`config.mk`:
```
export PLATFORM = sky130hd
export DESIGN_NAME = quantized_block_dot_product_unit
export DESIGN_NICKNAME = d
export VERILOG_FILES = /design/src/sv/qbdp_pkg.sv /design/src/sv/quantized_block_dot_product_unit.sv /design/src/sv/qbdp_lane.sv /design/src/sv/qbdp_block_acc.sv /design/src/sv/qbdp_scale_mul.sv
export SDC_FILE = /design/constraint.sdc
export NUM_CORES = 2
export LEC_CHECK = 0
export ABC_AREA = 1
export BUFFER_PORTS_ARGS = -buffer_cell sky130_fd_sc_hd__buf_2
export CORE_ASPECT_RATIO = 1.2
export CORE_UTILIZATION = 35
export CTS_BUF_LIST = sky130_fd_sc_hd__clkbuf_8 sky130_fd_sc_hd__clkbuf_16
export DETAILED_ROUTE_END_ITERATION = 10
export PLACE_DENSITY = 0.48
export SYNTH_ARGS = -nofsm -noshare
export SYNTH_HDL_FRONTEND = slang
export SYNTH_SLANG_ARGS = --single-unit
```
`constraint.sdc`:
```
create_clock -name clk -period 21.3 [get_ports clk]
set_clock_uncertainty 0.2 [all_clocks]
set_input_delay 2.13 -clock clk [delete_from_list [all_inputs] [get_ports clk]]
set_output_delay 2.13 -clock clk [all_outputs]
set_load 0.03 [all_outputs]
```
`src/sv/qbdp_pkg.sv`:
```
`timescale 1ns / 1ps
// ----------------------------------------------------------------------------
// qbdp_pkg
// Shared types and constants of the block-quantized dot product unit.
// ----------------------------------------------------------------------------
package qbdp_pkg;

	// field widths
	localparam int unsigned WB_W    = 16;
	localparam int unsigned ACT_W   = 16;
	localparam int unsigned SCALE_W = 32;
	localparam int unsigned TOTAL_W = 64;

	// one nibble weight and its offset in Q4_0
	localparam int unsigned NIB_W = 4;
	localparam int unsigned BYTE_W = 8;
	localparam int unsigned WGT_W = 9;
	localparam logic signed [WGT_W-1:0] Q4_OFFSET = 9'sd8;

	// datapath widths
	localparam int unsigned PROD_W  = 24;  // int8 times Q4.12
	localparam int unsigned PAIR_W  = 25;  // two lane products
	localparam int unsigned SUM_W   = 34;  // block sum, wraps
	localparam int unsigned LO_W    = 17;  // low half of the block sum split
	localparam int unsigned HI_W    = SUM_W - LO_W;
	localparam int unsigned PP_W    = 49;  // partial product width
	localparam int unsigned BPROD_W = 66;  // full block sum times scale
	localparam int unsigned ACC_W   = 67;  // total plus block product

	// weight format register codes
	localparam logic WFMT_Q8 = 1'b0;
	localparam logic WFMT_Q4 = 1'b1;

	// saturation limits
	localparam logic signed [TOTAL_W-1:0] TOTAL_MAX = {1'b0, {(TOTAL_W-1){1'b1}}};
	localparam logic signed [TOTAL_W-1:0] TOTAL_MIN = {1'b1, {(TOTAL_W-1){1'b0}}};

	// control travelling down the pipeline
	typedef struct packed {
		logic valid;
		logic close;  // block ends here (block end or vector end)
		logic vend;   // vector ends here, result is emitted
	} ctrl_t;

endpackage

```
`src/sv/quantized_block_dot_product_unit.sv`:
```
`timescale 1ns / 1ps
// ----------------------------------------------------------------------------
// quantized_block_dot_product_unit
// Q8_0 / Q4_0 block-quantized dot product with saturating 64-bit total.
//
// channel  | dir | fields (lowest bit up)
// s_*      | in  | tdata: weight_bits, act_even, act_odd, block_scale;
//          |     | tuser: odd_present, block_end; tlast: vector_end
// m_*      | out | tdata: dot_total; tuser: overflow
// cfg_*    | in  | weight_format
//
// One element pair is taken every cycle unless the pipeline holds. A result is
// valid at the master side after the vector end passes five register stages:
// the lane multiply, the block sum merge, the two halves of the split
// block-scale multiply and the saturating total add into the output register.
// The whole pipeline holds while the output register is full and not taken.
// Reset clears the block sum, the total, the overflow flag and the format.
// ----------------------------------------------------------------------------
module quantized_block_dot_product_unit (
	input  logic         clk,
	input  logic         arst_n,
	// configuration
	input  logic         cfg_we,
	input  logic         cfg_wdata,      // weight_format
	// input stream
	input  logic         s_tvalid,
	output logic         s_tready,
	input  logic [79:0]  s_tdata,        // weight_bits, act_even, act_odd, block_scale
	input  logic [1:0]   s_tuser,        // odd_present, block_end
	input  logic         s_tlast,        // vector_end
	// result stream
	output logic         m_tvalid,
	input  logic         m_tready,
	output logic [63:0]  m_tdata,        // dot_total
	output logic [0:0]   m_tuser         // overflow
);

	logic                                   weight_format_q;
	logic                                   en;
	logic [qbdp_pkg::WB_W-1:0]              weight_bits;
	logic signed [qbdp_pkg::ACT_W-1:0]      act_even;
	logic signed [qbdp_pkg::ACT_W-1:0]      act_odd;
	logic signed [qbdp_pkg::SCALE_W-1:0]    block_scale;

	qbdp_pkg::ctrl_t                        ctrl_s1;
	qbdp_pkg::ctrl_t                        ctrl_s2;
	qbdp_pkg::ctrl_t                        ctrl_s4;
	logic signed [qbdp_pkg::SCALE_W-1:0]    scale_s1;
	logic signed [qbdp_pkg::SCALE_W-1:0]    scale_s2;
	logic signed [qbdp_pkg::PROD_W-1:0]     prod_even_s1;
	logic signed [qbdp_pkg::PROD_W-1:0]     prod_odd_s1;
	logic signed [qbdp_pkg::SUM_W-1:0]      close_sum_s2;
	logic signed [qbdp_pkg::BPROD_W-1:0]    prod_s4;

	logic signed [qbdp_pkg::TOTAL_W-1:0]    total_q;
	logic                                   sat_q;
	logic signed [qbdp_pkg::ACC_W-1:0]      acc_sum;
	logic                                   acc_ovf;
	logic signed [qbdp_pkg::TOTAL_W-1:0]    total_next;
	logic                                   sat_next;

	logic                                   m_tvalid_q;
	logic [qbdp_pkg::TOTAL_W-1:0]           m_total_q;
	logic                                   m_ovf_q;

	// field unpacking
	assign weight_bits = s_tdata[15:0];
	assign act_even    = $signed(s_tdata[31:16]);
	assign act_odd     = $signed(s_tdata[47:32]);
	assign block_scale = $signed(s_tdata[79:48]);

	// pipeline advances whenever the output register can take a transaction
	assign en       = !m_tvalid_q || m_tready;
	assign s_tready = en;

	// configuration register
	always_ff @(posedge clk or negedge arst_n) begin
		if (!arst_n) begin
			weight_format_q <= qbdp_pkg::WFMT_Q8;
		end else if (cfg_we) begin
			weight_format_q <= cfg_wdata;
		end
	end

	// stage 1 control and scale
	always_ff @(posedge clk or negedge arst_n) begin
		if (!arst_n) begin
			ctrl_s1 <= '0;
		end else if (en) begin
			ctrl_s1.valid <= s_tvalid;
			ctrl_s1.close <= s_tuser[1] || s_tlast;
			ctrl_s1.vend  <= s_tlast;
		end
	end

	always_ff @(posedge clk) begin
		if (en) begin
			scale_s1 <= block_scale;
		end
	end

	// element lanes
	qbdp_lane u_lane_even (
		.clk           (clk),
		.load          (en),
		.weight_format (weight_format_q),
		.wbyte         (weight_bits[qbdp_pkg::BYTE_W-1:0]),
		.wnib          (weight_bits[qbdp_pkg::NIB_W-1:0]),
		.act           (act_even),
		.active        (1'b1),
		.prod_s1       (prod_even_s1)
	);

	qbdp_lane u_lane_odd (
		.clk           (clk),
		.load          (en),
		.weight_format (weight_format_q),
		.wbyte         (weight_bits[2*qbdp_pkg::BYTE_W-1:qbdp_pkg::BYTE_W]),
		.wnib          (weight_bits[2*qbdp_pkg::NIB_W-1:qbdp_pkg::NIB_W]),
		.act           (act_odd),
		.active        (s_tuser[0]),
		.prod_s1       (prod_odd_s1)
	);

	// lane merge and block sum
	qbdp_block_acc u_block_acc (
		.clk          (clk),
		.arst_n       (arst_n),
		.en           (en),
		.ctrl_s1      (ctrl_s1),
		.prod_even_s1 (prod_even_s1),
		.prod_odd_s1  (prod_odd_s1),
		.scale_s1     (scale_s1),
		.ctrl_s2      (ctrl_s2),
		.close_sum_s2 (close_sum_s2),
		.scale_s2     (scale_s2)
	);

	// block scaling
	qbdp_scale_mul u_scale_mul (
		.clk      (clk),
		.arst_n   (arst_n),
		.en       (en),
		.ctrl_s2  (ctrl_s2),
		.sum_s2   (close_sum_s2),
		.scale_s2 (scale_s2),
		.ctrl_s4  (ctrl_s4),
		.prod_s4  (prod_s4)
	);

	// saturating total: exact sum, out of range when the top bits disagree
	assign acc_sum = qbdp_pkg::ACC_W'(total_q) + qbdp_pkg::ACC_W'(prod_s4);
	assign acc_ovf = !((acc_sum[qbdp_pkg::ACC_W-1:qbdp_pkg::TOTAL_W-1] == '0)
		|| (acc_sum[qbdp_pkg::ACC_W-1:qbdp_pkg::TOTAL_W-1] == '1));

	always_comb begin
		if (acc_ovf) begin
			total_next = acc_sum[qbdp_pkg::ACC_W-1] ? qbdp_pkg::TOTAL_MIN : qbdp_pkg::TOTAL_MAX;
		end else begin
			total_next = $signed(acc_sum[qbdp_pkg::TOTAL_W-1:0]);
		end
		sat_next = sat_q || acc_ovf;
	end

	// running total and overflow flag, cleared at vector end
	always_ff @(posedge clk or negedge arst_n) begin
		if (!arst_n) begin
			total_q <= '0;
			sat_q   <= 1'b0;
		end else if (en && ctrl_s4.valid && ctrl_s4.close) begin
			if (ctrl_s4.vend) begin
				total_q <= '0;
				sat_q   <= 1'b0;
			end else begin
				total_q <= total_next;
				sat_q   <= sat_next;
			end
		end
	end

	// output register
	always_ff @(posedge clk or negedge arst_n) begin
		if (!arst_n) begin
			m_tvalid_q <= 1'b0;
		end else if (en) begin
			m_tvalid_q <= ctrl_s4.valid && ctrl_s4.vend;
		end
	end

	always_ff @(posedge clk) begin
		if (en && ctrl_s4.valid && ctrl_s4.vend) begin
			m_total_q <= total_next;
			m_ovf_q   <= sat_next;
		end
	end

	assign m_tvalid   = m_tvalid_q;
	assign m_tdata    = m_total_q;
	assign m_tuser[0] = m_ovf_q;

	// a result only appears after a vector end reached the last stage
	a_result_source: assert property (@(posedge clk) disable iff (!arst_n)
		$rose(m_tvalid_q) |-> $past(ctrl_s4.valid && ctrl_s4.vend))
		else $error("result without a vector end in the last stage");

	// emitting a result leaves a clean total and flag
	a_total_cleared: assert property (@(posedge clk) disable iff (!arst_n)
		(en && ctrl_s4.valid && ctrl_s4.vend) |=> (total_q == '0 && !sat_q))
		else $error("total not cleared after vector end");

	// only a closing block hands a nonzero sum to the multiplier
	a_open_block_zero: assert property (@(posedge clk) disable iff (!arst_n)
		(ctrl_s2.valid && !ctrl_s2.close) |-> (close_sum_s2 == '0))
		else $error("open block leaked into the scale multiply");

endmodule

```
`src/sv/qbdp_lane.sv`:
```
`timescale 1ns / 1ps
// ----------------------------------------------------------------------------
// qbdp_lane
// One element lane: decodes a Q8_0 or Q4_0 weight and multiplies it by its
// activation, result registered.
// ----------------------------------------------------------------------------
module qbdp_lane (
	input  logic                                     clk,
	input  logic                                     load,
	input  logic                                     weight_format,
	input  logic [qbdp_pkg::BYTE_W-1:0]              wbyte,
	input  logic [qbdp_pkg::NIB_W-1:0]               wnib,
	input  logic signed [qbdp_pkg::ACT_W-1:0]        act,
	input  logic                                     active,
	output logic signed [qbdp_pkg::PROD_W-1:0]       prod_s1
);

	logic signed [qbdp_pkg::WGT_W-1:0] wgt;
	logic signed [qbdp_pkg::PAIR_W-1:0] prod_full;

	// weight decode
	always_comb begin
		unique case (weight_format)
			qbdp_pkg::WFMT_Q8: wgt = $signed({wbyte[qbdp_pkg::BYTE_W-1], wbyte});
			qbdp_pkg::WFMT_Q4: wgt = $signed({{(qbdp_pkg::WGT_W-qbdp_pkg::NIB_W){1'b0}}, wnib})
				- qbdp_pkg::Q4_OFFSET;
			default:           wgt = '0;
		endcase
	end

	// narrow multiply, fits in PROD_W bits
	assign prod_full = wgt * act;

	// lane product register
	always_ff @(posedge clk) begin
		if (load) begin
			prod_s1 <= active ? $signed(prod_full[qbdp_pkg::PROD_W-1:0]) : '0;
		end
	end

endmodule

```
`src/sv/qbdp_block_acc.sv`:
```
`timescale 1ns / 1ps
// ----------------------------------------------------------------------------
// qbdp_block_acc
// Merges the two lane products and accumulates the block sum; hands the
// finished block sum downstream when the block closes.
// ----------------------------------------------------------------------------
module qbdp_block_acc (
	input  logic                                     clk,
	input  logic                                     arst_n,
	input  logic                                     en,
	input  qbdp_pkg::ctrl_t                          ctrl_s1,
	input  logic signed [qbdp_pkg::PROD_W-1:0]       prod_even_s1,
	input  logic signed [qbdp_pkg::PROD_W-1:0]       prod_odd_s1,
	input  logic signed [qbdp_pkg::SCALE_W-1:0]      scale_s1,
	output qbdp_pkg::ctrl_t                          ctrl_s2,
	output logic signed [qbdp_pkg::SUM_W-1:0]        close_sum_s2,
	output logic signed [qbdp_pkg::SCALE_W-1:0]      scale_s2
);

	logic signed [qbdp_pkg::SUM_W-1:0]  block_sum_q;
	logic signed [qbdp_pkg::PAIR_W-1:0] pair_sum;
	logic signed [qbdp_pkg::SUM_W-1:0]  sum_next;

	// merge the lanes, then add into the block sum (wraps at SUM_W)
	assign pair_sum = qbdp_pkg::PAIR_W'(prod_even_s1) + qbdp_pkg::PAIR_W'(prod_odd_s1);
	assign sum_next = block_sum_q + qbdp_pkg::SUM_W'(pair_sum);

	// block sum accumulator, cleared when the block closes
	always_ff @(posedge clk or negedge arst_n) begin
		if (!arst_n) begin
			block_sum_q <= '0;
			ctrl_s2     <= '0;
		end else if (en) begin
			ctrl_s2 <= ctrl_s1;
			if (ctrl_s1.valid) begin
				block_sum_q <= ctrl_s1.close ? '0 : sum_next;
			end
		end
	end

	// closed block sum and its scale
	always_ff @(posedge clk) begin
		if (en) begin
			close_sum_s2 <= (ctrl_s1.valid && ctrl_s1.close) ? sum_next : '0;
			scale_s2     <= scale_s1;
		end
	end

endmodule

```
`src/sv/qbdp_scale_mul.sv`:
```
`timescale 1ns / 1ps
// ----------------------------------------------------------------------------
// qbdp_scale_mul
// Block sum times block scale in two stages: two 17 by 32 bit partial
// products, then a shifted add into the full 66-bit product.
// ----------------------------------------------------------------------------
module qbdp_scale_mul (
	input  logic                                     clk,
	input  logic                                     arst_n,
	input  logic                                     en,
	input  qbdp_pkg::ctrl_t                          ctrl_s2,
	input  logic signed [qbdp_pkg::SUM_W-1:0]        sum_s2,
	input  logic signed [qbdp_pkg::SCALE_W-1:0]      scale_s2,
	output qbdp_pkg::ctrl_t                          ctrl_s4,
	output logic signed [qbdp_pkg::BPROD_W-1:0]      prod_s4
);

	qbdp_pkg::ctrl_t                     ctrl_s3;
	logic signed [qbdp_pkg::PP_W-1:0]    pp_lo;
	logic signed [qbdp_pkg::PP_W-1:0]    pp_hi;
	logic signed [qbdp_pkg::PP_W-1:0]    pp_lo_s3;
	logic signed [qbdp_pkg::PP_W-1:0]    pp_hi_s3;

	// low half taken unsigned, high half signed
	assign pp_lo = $signed({1'b0, sum_s2[qbdp_pkg::LO_W-1:0]}) * scale_s2;
	assign pp_hi = $signed(sum_s2[qbdp_pkg::SUM_W-1:qbdp_pkg::LO_W]) * scale_s2;

	// control pipeline
	always_ff @(posedge clk or negedge arst_n) begin
		if (!arst_n) begin
			ctrl_s3 <= '0;
			ctrl_s4 <= '0;
		end else if (en) begin
			ctrl_s3 <= ctrl_s2;
			ctrl_s4 <= ctrl_s3;
		end
	end

	// partial products, then recombine
	always_ff @(posedge clk) begin
		if (en) begin
			pp_lo_s3 <= pp_lo;
			pp_hi_s3 <= pp_hi;
			prod_s4  <= (qbdp_pkg::BPROD_W'(pp_hi_s3) <<< qbdp_pkg::LO_W)
				+ qbdp_pkg::BPROD_W'(pp_lo_s3);
		end
	end

endmodule

```
==> impl_metrics.json <==
{
  "status": "finished, final reports clean",
  "synth_top_area_share_pct": 34.8,
  "start_kind": "input port",
  "clk_latency_ps": 730,
  "ys_seq_area_share_pct": 18.8,
  "cts_sinks": 488,
  "grtUsageTotal_pct": 20.9,
  "drv_cap": 0,
  "first_pass_iters": 5,
  "crit_arrival_ps": 7850,
  "r2r-end": "u_scale_mul.pp_lo_s3[41]$_DFFE_PN_",
  "gp_congestion": 0.937,
  "r2r_cells": 24,
  "critPathCaptureType": "register",
  "grt_start_max_net_pins": 71,
  "finalSetupTns_ps": 0,
  "async_flop_share_pct": 23.2,
  "core_mm2": 0.212,
  "regToRegStartpoint": "u_block_acc.scale_s2[6]$_DFFE_PN_",
  "cp_common_cell": "inv_1",
  "maxSlewHeadroom_pct": 30.3,
  "die_w_um": 425,
  "use_met1_pct": 25.2,
  "initial_core_util_pct": 35.3,
  "drc_errors": 0,
  "syn_nets": 10800,
  "grt.overflow.total": 0,
  "ioPinCount": 156,
  "drt_iter0_drc": 2577,
  "dp_hpwl_um": 178000,
  "avgSynthCellArea_um2": 8.37,
  "use_met3_pct": 2.05,
  "max-clock-path-buffers": 3,
  "critPathMaxFanout": 13,
  "numCtsBuffers": 58,
  "root_buffer": "clkbuf_16",
  "cts.hold.buffers_added": 0,
  "ys.flop_type": "edfxtp_1",
  "fin_crit_sh_pct": 35.7,
  "routed_wl_um": 221000,
  "grt-busiest-layer": "met2",
  "hold_class": "register to register",
  "setup_violations": 0,
  "viasPerCell": 4.78,
  "wl_per_cell_um": 18.7,
  "min-delay-start": "scale_s1[26]$_DFFE_PN_",
  "ys_warn_count": 0,
  "synth_area_mm2": 0.0751,
  "grt_pass1_wl_um": 351000,
  "dieArea_mm2": 0.216,
  "final_nets": 10800,
  "ys_types": 59,
  "cpPeakStageDelay_ps": 560,
  "critPathBufInv": 7,
  "min_period_ps": 7610,
  "synth_seq_cells": 488,
  "cts_setup_buffers": 0,
  "fmax_ghz": 0.131,
  "ant_nets": 0,
  "syn_inst": 8966,
  "vias": 56500,
  "synth-edff-count": 375,
  "cts_tree": "yes",
  "rows": 185,
  "crit_slowest_cell": "fa_1",
  "synthTopCellsByArea": "fa_1 (35%), edfxtp_1 (15%), inv_1 (12%)",
  "tightest_slew_ps": 1040,
  "hold_path_end": "u_block_acc.scale_s2[26]$_DFFE_PN_",
  "hold_violations": 0,
  "worst-setup-path-type": "input port to register",
  "areaGrowthSynthToFinish_pct": 7.52,
  "drv_slew": 0,
  "worstHoldPathCells": 0,
  "antenna_found_initial": 3,
  "yosysTopAreaCell": "fa_1",
  "rrSetupSlack_ps": 13790,
  "htree_num_levels": 2,
  "path_delay_family": "adder cells",
  "rsz0062_at_grt": "no",
  "first_global_vias": 62100,
  "cts_resized": 0,
  "die_h_um": 509,
  "clkTransAtPathRegs_ps": 60,
  "portBuffers": 155,
  "drive_gt1_share_pct": 5.72,
  "gr-usage-met2_pct": 38.3,
  "worstPathRequired_ps": 21540
}
-- area by class of cell --
type                       instances  area [um2]
fill                           22200      132000
multi-input combinational       5858       51000
sequential                       488       14100
inverter                        2327        8740
tap                             2805        3510
clock buffer                      65        1560
timing repair buffer             245        1460
clock inverter                    45         347
antenna                            2        5.00
-- cells in the final DEF, fill, tap and decap left out, drive strengths merged, types with 22 or more instances in the layout --
cell type	n
edfxtp	375
clkbuf	65
clkinv	22
nand2	2307
inv	2345
nor2	491
o21bai	45
nand4	27
nor3	46
fa	1305
xor2	159
nand3	95
dfrtp	113
ha	475
buf	245
a31oi	54
a21oi	369
xnor2	112
o21ai	235
-- cells in the mapped netlist (15+ instances only) --
cell type,instances
edfxtp_1,375
nand3_1,89
nand4_1,27
o21bai_1,45
clkbuf_1,269
ha_1,475
xnor2_1,112
a21oi_1,368
nor2_1,476
inv_1,2317
nand2_2,125
o21ai_0,223
nand2_1,2179
dfrtp_1,113
a21o_1,18
fa_1,1305
xor2_1,159
o21a_1,15
a31oi_1,54
nor3_1,44
-- kinds of logic (layout without fill, tap and decap cells) --
| group | count (synthesis) | in the layout | share of synthesized area [%] |
|---|---|---|---|
| flops | 488 | 488 | 18.8 |
| other cells | 0 | 2 | 0 |
| buf+inv | 2620 | 2682 | 13.3 |
| fa+ha+maj | 1780 | 1780 | 42.7 |
| xor+xnor | 271 | 271 | 3.16 |
| simple gates | 3006 | 3006 | 16.1 |
| compound gates | 801 | 801 | 5.97 |
-- per-layer routing --
metal  up-vias  part of all wire [%]  wire [um]
li1      26500                     -          -
met1     28400                    41      90700
met2      1238                    51     113000
met3       364                   3.7       8300
met4         2                   4.2       9210
met5         -                0.0050         11
-- registers in the layout (all words and copies together), names as in the netlist, 32 cells and up --
signal and cells:
u_scale_mul.pp_hi_s3 49, u_block_acc.scale_s2 32, m_tdata 64, u_block_acc.close_sum_s2 34
total_q 64, scale_s1 32, u_scale_mul.prod_s4 66, u_block_acc.block_sum_q 34
u_scale_mul.pp_lo_s3 49
-- worst max-delay path by stage --
stage / from / to / slack (ps) / depth (start not counted)
after floorplan: m_tready / s_tready / 7900 / 3
after global placement: s_tdata[4] / u_lane_odd.prod_s1[20]$_SDFFCE_PN0N_ / 12990 / 26
after detailed placement: s_tdata[4] / u_lane_odd.prod_s1[20]$_SDFFCE_PN0N_ / 12950 / 26
after CTS: s_tdata[4] / u_lane_odd.prod_s1[20]$_SDFFCE_PN0N_ / 13710 / 26
after global routing: s_tdata[7] / u_lane_odd.prod_s1[20]$_SDFFCE_PN0N_ / 13160 / 27
final: s_tdata[4] / u_lane_odd.prod_s1[20]$_SDFFCE_PN0N_ / 13690 / 26
-- metrics by stage --
| step | instance area [um2] | setup WS (ps) | hold slack, ps | util [%] | std cells |
|---|---|---|---|---|---|
| 6_report | 80700 | 13690 | 217 | 38.0 | 11800 |
| 5_1_grt | 80700 | 13160 | 223 | 38.0 | 11800 |
| 4_1_cts | 80700 | 13710 | 219 | 38.0 | 11800 |
| 3_5_place_dp | 78800 | 12950 | 205 | 37.1 | 11700 |
| 3_3_place_gp | 78800 | 12990 | 203 | 37.1 | 11700 |
| 2_1_floorplan | 75100 | 7900 | 200 | - | 8966 |
Power is not shown: default switching activity piles up to over one toggle a cycle in this logic, so the estimate is an artifact.
